--- config.mk ---
export PLATFORM = sky130hd
export DESIGN_NAME = event_flag_wait_set_unit
export DESIGN_NICKNAME = d
export VERILOG_FILES = /design/src/rtl/efw_pkg.sv /design/src/rtl/event_flag_wait_set_unit.sv
export SDC_FILE = /design/constraint.sdc
export NUM_CORES = 2
export LEC_CHECK = 0
export ABC_CLOCK_PERIOD_IN_PS = 9010
export BUFFER_PORTS_ARGS = -buffer_cell sky130_fd_sc_hd__buf_2
export CELL_PAD_IN_SITES_DETAIL_PLACEMENT = 1
export CELL_PAD_IN_SITES_GLOBAL_PLACEMENT = 1
export CORE_ASPECT_RATIO = 0.9
export CORE_MARGIN = 3
export CORE_UTILIZATION = 50
export DETAILED_ROUTE_END_ITERATION = 10
export PLACE_DENSITY_LB_ADDON = 0.3
export SLEW_MARGIN = 20
export SYNTH_ARGS = -nofsm -noshare
export SYNTH_HDL_FRONTEND = slang
export SYNTH_SLANG_ARGS = --single-unit
--- constraint.sdc ---
create_clock -name clk_i -period 9.01 [get_ports clk_i]
set_clock_uncertainty 0.1 [all_clocks]
set_input_delay 0.4505 -clock clk_i [delete_from_list [all_inputs] [get_ports clk_i]]
set_output_delay 0.4505 -clock clk_i [all_outputs]
set_load 0.02 [all_outputs]
--- src/rtl/efw_pkg.sv ---
// ----------------------------------------------------------------------------
// efw_pkg
// Shared codes, field widths and the match rule of the event flag wait/set unit.
// ----------------------------------------------------------------------------
`default_nettype none

package efw_pkg;

  // fixed field widths and default table sizes
  localparam int unsigned FLAG_W       = 32;
  localparam int unsigned TID_W        = 8;
  localparam int unsigned DEF_FLAGS    = 16;
  localparam int unsigned DEF_WAITERS  = 16;

  // command codes
  typedef enum logic [2:0] {
    CMD_CREATE = 3'd0,
    CMD_DELETE = 3'd1,
    CMD_SET    = 3'd2,
    CMD_CLEAR  = 3'd3,
    CMD_WAIT   = 3'd4,
    CMD_POLL   = 3'd5,
    CMD_STATUS = 3'd6,
    CMD_NONE   = 3'd7
  } cmd_e;

  // status codes
  typedef enum logic [3:0] {
    ST_OK       = 4'd0,
    ST_UNKNOWN  = 4'd1,
    ST_NO_SLOT  = 4'd2,
    ST_ZERO_PAT = 4'd3,
    ST_MULTI    = 4'd4,
    ST_COND     = 4'd5,
    ST_DELETED  = 4'd6,
    ST_QUEUED   = 4'd7,
    ST_FULL     = 4'd8
  } status_e;

  // one result item
  typedef struct packed {
    logic              kind;
    status_e           status;
    logic [3:0]        flag;
    logic [TID_W-1:0]  thread;
    logic [FLAG_W-1:0] bits;
    logic [FLAG_W-1:0] init;
    logic [4:0]        waiters;
    logic              multi;
    logic [FLAG_W-1:0] option;
    logic              last;
  } result_t;

  // any-bit or all-bit match of a wait pattern
  function automatic logic flag_match(logic [FLAG_W-1:0] flag, logic [FLAG_W-1:0] pat,
                                      logic any);
    logic [FLAG_W-1:0] hit;
    hit = flag & pat;
    return any ? (hit != '0) : (hit == pat);
  endfunction

endpackage

`default_nettype wire

--- src/rtl/event_flag_wait_set_unit.sv ---
// ----------------------------------------------------------------------------
// event_flag_wait_set_unit
// Event flag bank with a shared, arrival-ordered table of waiting threads.
// ----------------------------------------------------------------------------
//  channel | direction | handshake                  | payload
//  in      | input     | in_valid_i / in_stall_o    | command .. thread_id
//  out     | output    | out_valid_o / out_stall_i  | kind .. last
//
//  Every command passes capture, flag memory read and execute in turn.
//  A delete or a nonzero set then streams the waiter table, one row per
//  unstalled cycle through the single read port, compacting kept rows in place.
//  Reset clears the in-use bits, the table fill and the output valid bit.
//  A stalled output register holds the sequencer until it frees.
`default_nettype none

module event_flag_wait_set_unit
  import efw_pkg::*;
#(
  parameter int unsigned NUM_FLAGS   = DEF_FLAGS,
  parameter int unsigned NUM_WAITERS = DEF_WAITERS
) (
  input  wire logic              clk_i,
  input  wire logic              rst_ni,
  input  wire logic              in_valid_i,
  output logic                   in_stall_o,
  input  wire logic [2:0]        command_i,
  input  wire logic [3:0]        flag_id_i,
  input  wire logic [FLAG_W-1:0] bits_i,
  input  wire logic              multi_attr_i,
  input  wire logic [FLAG_W-1:0] option_word_i,
  input  wire logic              wait_or_i,
  input  wire logic              wait_clear_i,
  input  wire logic [TID_W-1:0]  thread_id_i,
  output logic                   out_valid_o,
  input  wire logic              out_stall_i,
  output logic                   kind_o,
  output logic [3:0]             status_o,
  output logic [3:0]             result_flag_o,
  output logic [TID_W-1:0]       woken_thread_o,
  output logic [FLAG_W-1:0]      bits_out_o,
  output logic [FLAG_W-1:0]      initial_bits_out_o,
  output logic [4:0]             waiters_out_o,
  output logic                   multi_out_o,
  output logic [FLAG_W-1:0]      option_out_o,
  output logic                   last_o
);

  localparam int unsigned FIW = (NUM_FLAGS > 1) ? $clog2(NUM_FLAGS) : 1;
  localparam int unsigned WAW = (NUM_WAITERS > 1) ? $clog2(NUM_WAITERS) : 1;
  localparam int unsigned CW  = $clog2(NUM_WAITERS + 1);

  typedef struct packed {
    logic [FLAG_W-1:0] pattern;
    logic [FLAG_W-1:0] init;
    logic              multi;
    logic [FLAG_W-1:0] option;
    logic [CW-1:0]     waiters;
  } flag_t;

  typedef struct packed {
    logic [FIW-1:0]    flag;
    logic [FLAG_W-1:0] pattern;
    logic              any;
    logic              clr;
    logic [TID_W-1:0]  thread;
  } waiter_t;

  typedef enum logic [3:0] {
    S_IDLE = 4'b0001,
    S_READ = 4'b0010,
    S_EXEC = 4'b0100,
    S_SCAN = 4'b1000
  } state_e;

  state_e state_q, state_d;

  // captured item
  cmd_e              cmd_q;
  logic [3:0]        fid_q;
  logic [FLAG_W-1:0] bits_q;
  logic              multi_q, any_q, clr_q;
  logic [FLAG_W-1:0] option_q;
  logic [TID_W-1:0]  tid_q;

  // control state
  logic [NUM_FLAGS-1:0] in_use_q;
  logic [CW-1:0]        fill_q, fill_d;
  logic [CW-1:0]        rd_ptr_q, rd_ptr_d;
  logic [CW-1:0]        p_q, p_d;
  logic [CW-1:0]        w_q, w_d;
  logic [FLAG_W-1:0]    pat_q, pat_d;
  logic [CW-1:0]        cnt_q, cnt_d;

  // memories
  flag_t   flag_mem [NUM_FLAGS];
  waiter_t wt_mem   [NUM_WAITERS];
  flag_t   flag_rd_q;
  waiter_t wt_rd_q;

  logic           flag_we, wt_we, rd_en, use_set, use_clr;
  logic [FIW-1:0] flag_wa;
  flag_t          flag_wd;
  logic [WAW-1:0] wt_wa;
  waiter_t        wt_wd;

  // output register
  logic    out_vld_q, load, out_free;
  result_t res_d, res_q;

  // addressed slot
  logic           fid_in_range, known;
  logic [FIW-1:0] fx;
  logic [FIW-1:0] free_idx;
  logic           free_found;

  assign fid_in_range = 32'(fid_q) < NUM_FLAGS;
  assign fx           = fid_in_range ? FIW'(fid_q) : '0;
  assign known        = fid_in_range && in_use_q[fx];
  assign out_free     = !out_vld_q || !out_stall_i;
  assign in_stall_o   = (state_q != S_IDLE);

  // lowest free flag slot
  always_comb begin
    free_idx   = '0;
    free_found = 1'b0;
    for (int i = NUM_FLAGS - 1; i >= 0; i--) begin
      if (!in_use_q[i]) begin
        free_idx   = FIW'(i);
        free_found = 1'b1;
      end
    end
  end

  // sequencer
  always_comb begin
    state_d  = state_q;
    load     = 1'b0;
    res_d    = '0;
    res_d.last   = 1'b1;
    res_d.status = ST_OK;
    flag_we  = 1'b0;
    flag_wa  = fx;
    flag_wd  = flag_rd_q;
    wt_we    = 1'b0;
    wt_wa    = '0;
    wt_wd    = wt_rd_q;
    rd_en    = 1'b0;
    use_set  = 1'b0;
    use_clr  = 1'b0;
    pat_d    = pat_q;
    cnt_d    = cnt_q;
    p_d      = p_q;
    w_d      = w_q;
    fill_d   = fill_q;
    case (state_q)
      S_IDLE: begin
        if (in_valid_i) begin
          state_d = S_READ;
          p_d     = '0;
          w_d     = '0;
        end
      end
      S_READ: begin
        rd_en   = 1'b1;
        state_d = S_EXEC;
      end
      S_EXEC: begin
        if (out_free) begin
          load       = 1'b1;
          res_d.flag = fid_q;
          state_d    = S_IDLE;
          if (cmd_q == CMD_CREATE) begin
            if (free_found) begin
              use_set         = 1'b1;
              flag_we         = 1'b1;
              flag_wa         = free_idx;
              flag_wd.pattern = bits_q;
              flag_wd.init    = bits_q;
              flag_wd.multi   = multi_q;
              flag_wd.option  = option_q;
              flag_wd.waiters = '0;
              res_d.flag      = 4'(free_idx);
            end else begin
              res_d.status = ST_NO_SLOT;
              res_d.flag   = '0;
            end
          end else if (cmd_q == CMD_NONE) begin
            res_d.flag = '0;
          end else if ((cmd_q == CMD_WAIT || cmd_q == CMD_POLL) && bits_q == '0) begin
            res_d.status = ST_ZERO_PAT;
          end else if (!known) begin
            res_d.status = ST_UNKNOWN;
          end else begin
            res_d.flag = 4'(fx);
            case (cmd_q)
              CMD_DELETE: begin
                load    = 1'b0;
                state_d = S_SCAN;
              end
              CMD_SET: begin
                if (bits_q != '0) begin
                  load    = 1'b0;
                  state_d = S_SCAN;
                  pat_d   = flag_rd_q.pattern | bits_q;
                  cnt_d   = flag_rd_q.waiters;
                end
              end
              CMD_CLEAR: begin
                flag_we         = 1'b1;
                flag_wd.pattern = flag_rd_q.pattern & bits_q;
              end
              CMD_WAIT, CMD_POLL: begin
                if (!flag_rd_q.multi && flag_rd_q.waiters != '0) begin
                  res_d.status = ST_MULTI;
                end else if (flag_match(flag_rd_q.pattern, bits_q, any_q)) begin
                  res_d.bits = flag_rd_q.pattern;
                  if (clr_q) begin
                    flag_we         = 1'b1;
                    flag_wd.pattern = '0;
                  end
                end else if (cmd_q == CMD_POLL) begin
                  res_d.status = ST_COND;
                end else if (32'(fill_q) >= NUM_WAITERS) begin
                  res_d.status = ST_FULL;
                end else begin
                  res_d.status    = ST_QUEUED;
                  wt_we           = 1'b1;
                  wt_wa           = WAW'(fill_q);
                  wt_wd.flag      = fx;
                  wt_wd.pattern   = bits_q;
                  wt_wd.any       = any_q;
                  wt_wd.clr       = clr_q;
                  wt_wd.thread    = tid_q;
                  fill_d          = fill_q + 1'b1;
                  flag_we         = 1'b1;
                  flag_wd.waiters = flag_rd_q.waiters + 1'b1;
                end
              end
              CMD_STATUS: begin
                res_d.bits    = flag_rd_q.pattern;
                res_d.init    = flag_rd_q.init;
                res_d.waiters = 5'(flag_rd_q.waiters);
                res_d.multi   = flag_rd_q.multi;
                res_d.option  = flag_rd_q.option;
              end
              default: begin
                res_d.flag = '0;
              end
            endcase
          end
        end
      end
      S_SCAN: begin
        res_d.flag = 4'(fx);
        if (p_q == fill_q) begin
          // end of table: write back and reply
          if (out_free) begin
            load    = 1'b1;
            fill_d  = w_q;
            state_d = S_IDLE;
            if (cmd_q == CMD_SET) begin
              flag_we         = 1'b1;
              flag_wd.pattern = pat_q;
              flag_wd.waiters = cnt_q;
            end else begin
              use_clr = 1'b1;
            end
          end
        end else if (out_free) begin
          // one row: wake it or keep it
          rd_en = 32'(rd_ptr_q) < NUM_WAITERS;
          p_d   = p_q + 1'b1;
          if (wt_rd_q.flag == fx &&
              (cmd_q == CMD_DELETE ||
               (pat_q != '0 && flag_match(pat_q, wt_rd_q.pattern, wt_rd_q.any)))) begin
            load         = 1'b1;
            res_d.kind   = 1'b1;
            res_d.last   = 1'b0;
            res_d.thread = wt_rd_q.thread;
            if (cmd_q == CMD_DELETE) begin
              res_d.status = ST_DELETED;
            end else begin
              res_d.bits = pat_q;
              if (wt_rd_q.clr) begin
                pat_d = '0;
              end
              if (cnt_q != '0) begin
                cnt_d = cnt_q - 1'b1;
              end
            end
          end else begin
            wt_we = 1'b1;
            wt_wa = WAW'(w_q);
            wt_wd = wt_rd_q;
            w_d   = w_q + 1'b1;
          end
        end
      end
      default: begin
        state_d = S_IDLE;
      end
    endcase
  end

  assign rd_ptr_d = rd_en ? rd_ptr_q + 1'b1 : rd_ptr_q;

  // control registers
  always_ff @(posedge clk_i or negedge rst_ni) begin
    if (!rst_ni) begin
      state_q   <= S_IDLE;
      in_use_q  <= '0;
      fill_q    <= '0;
      rd_ptr_q  <= '0;
      p_q       <= '0;
      w_q       <= '0;
      out_vld_q <= 1'b0;
    end else begin
      state_q  <= state_d;
      fill_q   <= fill_d;
      p_q      <= p_d;
      w_q      <= w_d;
      rd_ptr_q <= (state_q == S_IDLE) ? '0 : rd_ptr_d;
      if (use_set) begin
        in_use_q[free_idx] <= 1'b1;
      end
      if (use_clr) begin
        in_use_q[fx] <= 1'b0;
      end
      if (load) begin
        out_vld_q <= 1'b1;
      end else if (!out_stall_i) begin
        out_vld_q <= 1'b0;
      end
    end
  end

  // item capture and scan working copies
  always_ff @(posedge clk_i) begin
    if (state_q == S_IDLE && in_valid_i) begin
      cmd_q    <= cmd_e'(command_i);
      fid_q    <= flag_id_i;
      bits_q   <= bits_i;
      multi_q  <= multi_attr_i;
      option_q <= option_word_i;
      any_q    <= wait_or_i;
      clr_q    <= wait_clear_i;
      tid_q    <= thread_id_i;
    end
    pat_q <= pat_d;
    cnt_q <= cnt_d;
    if (load) begin
      res_q <= res_d;
    end
  end

  // flag memory
  always_ff @(posedge clk_i) begin
    if (flag_we) begin
      flag_mem[flag_wa] <= flag_wd;
    end
    flag_rd_q <= flag_mem[fx];
  end

  // waiter table memory
  always_ff @(posedge clk_i) begin
    if (wt_we) begin
      wt_mem[wt_wa] <= wt_wd;
    end
    if (rd_en) begin
      wt_rd_q <= wt_mem[WAW'(rd_ptr_q)];
    end
  end

  // result ports
  assign out_valid_o        = out_vld_q;
  assign kind_o             = res_q.kind;
  assign status_o           = res_q.status;
  assign result_flag_o      = res_q.flag;
  assign woken_thread_o     = res_q.thread;
  assign bits_out_o         = res_q.bits;
  assign initial_bits_out_o = res_q.init;
  assign waiters_out_o      = res_q.waiters;
  assign multi_out_o        = res_q.multi;
  assign option_out_o       = res_q.option;
  assign last_o             = res_q.last;

`ifndef SYNTHESIS
  // table fill never exceeds its depth
  a_fill_bound: assert property (@(posedge clk_i) disable iff (!rst_ni)
    32'(fill_q) <= NUM_WAITERS)
    else $error("waiter fill above table depth");

  // compaction write pointer never passes the scan pointer
  a_compact_order: assert property (@(posedge clk_i) disable iff (!rst_ni)
    state_q == S_SCAN |-> (w_q <= p_q && p_q <= fill_q))
    else $error("waiter compaction out of order");

  // a wakeup is never the closing reply
  a_wake_not_last: assert property (@(posedge clk_i) disable iff (!rst_ni)
    out_vld_q && res_q.kind |-> !res_q.last)
    else $error("wakeup marked as last");
`endif

endmodule

`default_nettype wire

==> impl_metrics.yaml <==
run_status:
  outcome: "finished, final reports clean"
clock_tree:
  cts.sinks: 2796
  cts_inserted_buffers: 290
  path_clk_slew_ns: 0.06
  postCtsResizedCells: 0
  clockBufferDepth: 4
  cts_root_buffer: "clkbuf_16"
  cts_tree: "done"
  hold_buffers: 85
  clock_latency_ns: 0.93
  postCtsSetupBuffers: 0
  htree_levels: 5
worst_setup_path:
  end_kind: "flip-flop"
  crit_arrival_ns: 6.39
  reg2reg_depth: 9
  crit_path_start_kind: "flip-flop"
  r2r_end: "wt_mem[7][29]$_DFFE_PP_"
  r2r_slack_ns: 3.02
  critPathKind: "reg2reg"
  required_ns: 9.41
  r2r-start: "fid_q[1]$_DFFE_PP_"
  critPathMaxFanout: 56
synth:
  seq_area_frac_synth_pct: 77.4
  synth-compound-area-share_pct: 2.28
  yosys.area_share.simple_pct: 3.06
  synth_flop_cell: "edfxtp_1"
  avgSynthCellArea_um2: 21.6
  async_flop_share_pct: 1.47
  synth_area_leaders: "edfxtp_1 (74%), mux4_2 (16%), dfxtp_1 (1.9%)"
  yosys_warnings: 0
  yosysUniqueCellTypes: 85
  syn_nets: 5055
  synth_top_area_cell: "edfxtp_1"
  synth_xor_xnor_area_share_pct: 0.180
  netlist_instances: 4960
  synth_edf_count: 2653
  synth_seq_cells: 2796
  synthMuxAreaShare_pct: 15.8
  synth_top_area_share_pct: 74.5
  synth-adder-area-share_pct: 0.105
  synth.cell_area_um2: 107000
  synth_top_family_by_area: "multiplexers"
floorplanning:
  die_height_um: 445
  die-area_um2: 219000
  core_um2: 212000
  dieWidth_um: 493
  pin_count: 208
  fp-row-count: 160
  start_util_pct: 50.4
detailed_routing:
  remaining_drc_errors: 0
  drt-vias-per-instance: 6.36
  finalWirelength_um: 286000
  vias: 54000
  drtAntennaViolNets: 0
  first_pass_iters: 8
  wl_per_cell_um: 33.7
  drtIter0Drc: 6900
pwr:
  power.switching_mw: 8.11
  p_leak_nw: 38.7
  combinationalPowerShare_pct: 13.4
  seqPwrFrac_pct: 51.0
  swShare_pct: 25.3
  power_frac_clock_pct: 35.6
  ir_worst_vdd_uv: 201
  p_int_mw: 23.9
  power.density_nw_per_um2: 262
job:
  drv_cap: 0
finish:
  layout_commonest_cell: "edfxtp_1"
  multi_input_area_um2: 23300
  final_nets: 5530
  drive_above_1_share_pct: 27.7
  syn_to_final_growth_pct: 14.0
  regArea_um2: 82700
  mostFrequentLayoutCells: "edfxtp_1 (2653), mux4_2 (744), nand2_1 (301)"
  fill_cells: 17900
sta:
  worst_slew_pin_slew_ns: 1.18
  slew_violations: 0
  max_freq_ghz: 0.167
  post-route-min-period_ns: 5.99
  final-setup-viol-count: 0
  slew_headroom_pct: 21.3
  fin_ws_ns: 3.02
  rsz0062_at_grt: "false"
  hold_violations: 0
  fin_tns_setup_ns: 0
  post-route-period-util_pct: 66.5
global_route:
  grt.met2_usage_pct: 41.7
  grt_busiest_layer: "met2"
  grtUsageMet1_pct: 36.8
  met3_usage_pct: 3.66
  antenna_found_initial: 13
  track_usage_pct: 26.2
  grt_first_pass_wirelength_um: 413000
  grt_overflow: 0
  grt_pass1_vias: 56400
  grt_max_degree: 141
placement:
  dp_hpwl_um: 158000
  gp_congestion: 0.895
  port_buffers: 207
  place_ws_ns: 2.81
worst_hold_path:
  hold_class: "in2async"
==> how the worst max path moves through the flow <==
stage	slack, ns	start	endpoint
global route	2.68	fid_q[1]$_DFFE_PP_	wt_mem[7][33]$_DFFE_PP_
global placement	2.92	fid_q[1]$_DFFE_PP_	wt_mem[11][1]$_DFFE_PP_
CTS	2.81	fid_q[0]$_DFFE_PP_	wt_mem[11][12]$_DFFE_PP_
detailed placement	2.81	fid_q[0]$_DFFE_PP_	wt_mem[11][7]$_DFFE_PP_
finish	3.02	fid_q[1]$_DFFE_PP_	wt_mem[7][29]$_DFFE_PP_
floorplan	1.85	state_q[1]$_DFFE_PN0P_	flag_mem[1][0]$_DFFE_PP_
==> metrics by stage <==
step / std cells / hold slack, ns / instance area [um2] / util, % / power, mW
after floorplan: 4960 / 0.0549 / 107000 / - / 19.1
after global placement: 7886 / 0.416 / 112000 / 52.8 / 20.6
after detailed placement: 7887 / 0.420 / 112000 / 52.9 / 20.8
after CTS: 8474 / 0.0648 / 122000 / 57.4 / 32.1
after global routing: 8480 / 0.104 / 122000 / 57.5 / 33.1
final: 8482 / 0.0855 / 122000 / 57.5 / 32.0
==> flip-flops by register name, summed over array words and instances, names as in the netlist, 8 cells and up <==
name / flops
flag_mem: 1632
wt_mem: 736
flag_rd_q: 102
wt_rd_q: 46
bits_out_o: 32
bits_q: 32
initial_bits_out_o: 32
option_out_o: 32
option_q: 32
pat_q: 32
in_use_q: 16
tid_q: 8
woken_thread_o: 8
==> cells in the mapped netlist (all sizes together) (3+ instances only) <==
cell,count
mux2i,4
and2,83
a221oi,9
nor2b,20
ha,9
nand4,23
nor2,135
o2111ai,4
xor2,18
inv,58
edfxtp,2653
dfrtp,40
o22ai,20
or3,3
mux4,744
or4b,3
a22oi,14
a32oi,3
a31oi,11
nand2,304
buf,113
a21oi,78
mux2,12
nor4,25
o211ai,3
nor3,16
dfxtp,102
a21o,6
nand2b,19
xnor2,4
a222oi,18
or4,4
o31a,5
o21ai,134
nand4b,3
a22o,41
nand3,17
a2111oi,4
and3,18
o32a,3
clkbuf,140
==> critical path: stages, from the launching register on <==
cell and delay [ns]:
edfxtp_1 0.86, buf_4 0.69, mux2i_1 0.17, mux2i_1 0.42
and2b_1 0.46, and2_1 0.39, and2_4 0.81, a32oi_2 0.40
nor2_4 0.49, buf_4 0.73
==> cell families after synthesis <==
group | after synthesis
AO/OA/AOI/OAI | 376
XOR/XNOR | 22
adder cells (fa/ha/maj) | 9
buffers and inverters | 312
flip-flops | 2796
multiplexers | 760
AND/OR/NAND/NOR | 685
==> power groups by stage <==
stage | registers (mW) | logic [mW] | clock network (mW)
4_1_cts | 16.3 | 4.30 | 11.5
5_1_grt | 16.3 | 4.64 | 12.1
3_3_place_gp | 16.6 | 4.07 | 0
6_report | 16.3 | 4.30 | 11.4
3_5_place_dp | 16.6 | 4.25 | 0
2_1_floorplan | 16.3 | 2.76 | 0
==> routing by layer <==
metal / up-vias / part of all wire [%]
met5: - / 0.011
li1: 21600 / -
met2: 2800 / 48
met1: 28900 / 39
met3: 658 / 7.5
met4: 4 / 4.8
==> final cells by class <==
cell class / instances / area share, %
Sequential cell: 2796 / 67.9
Multi-Input combinational cell: 1852 / 19.1
Clock buffer: 376 / 6.40
Tap cell: 2835 / 2.91
Timing Repair Buffer: 436 / 2.68
Clock inverter: 126 / 0.848
Inverter: 59 / 0.186
Antenna cell: 2 / 0.00411
(Power assumes the default switching activity.)
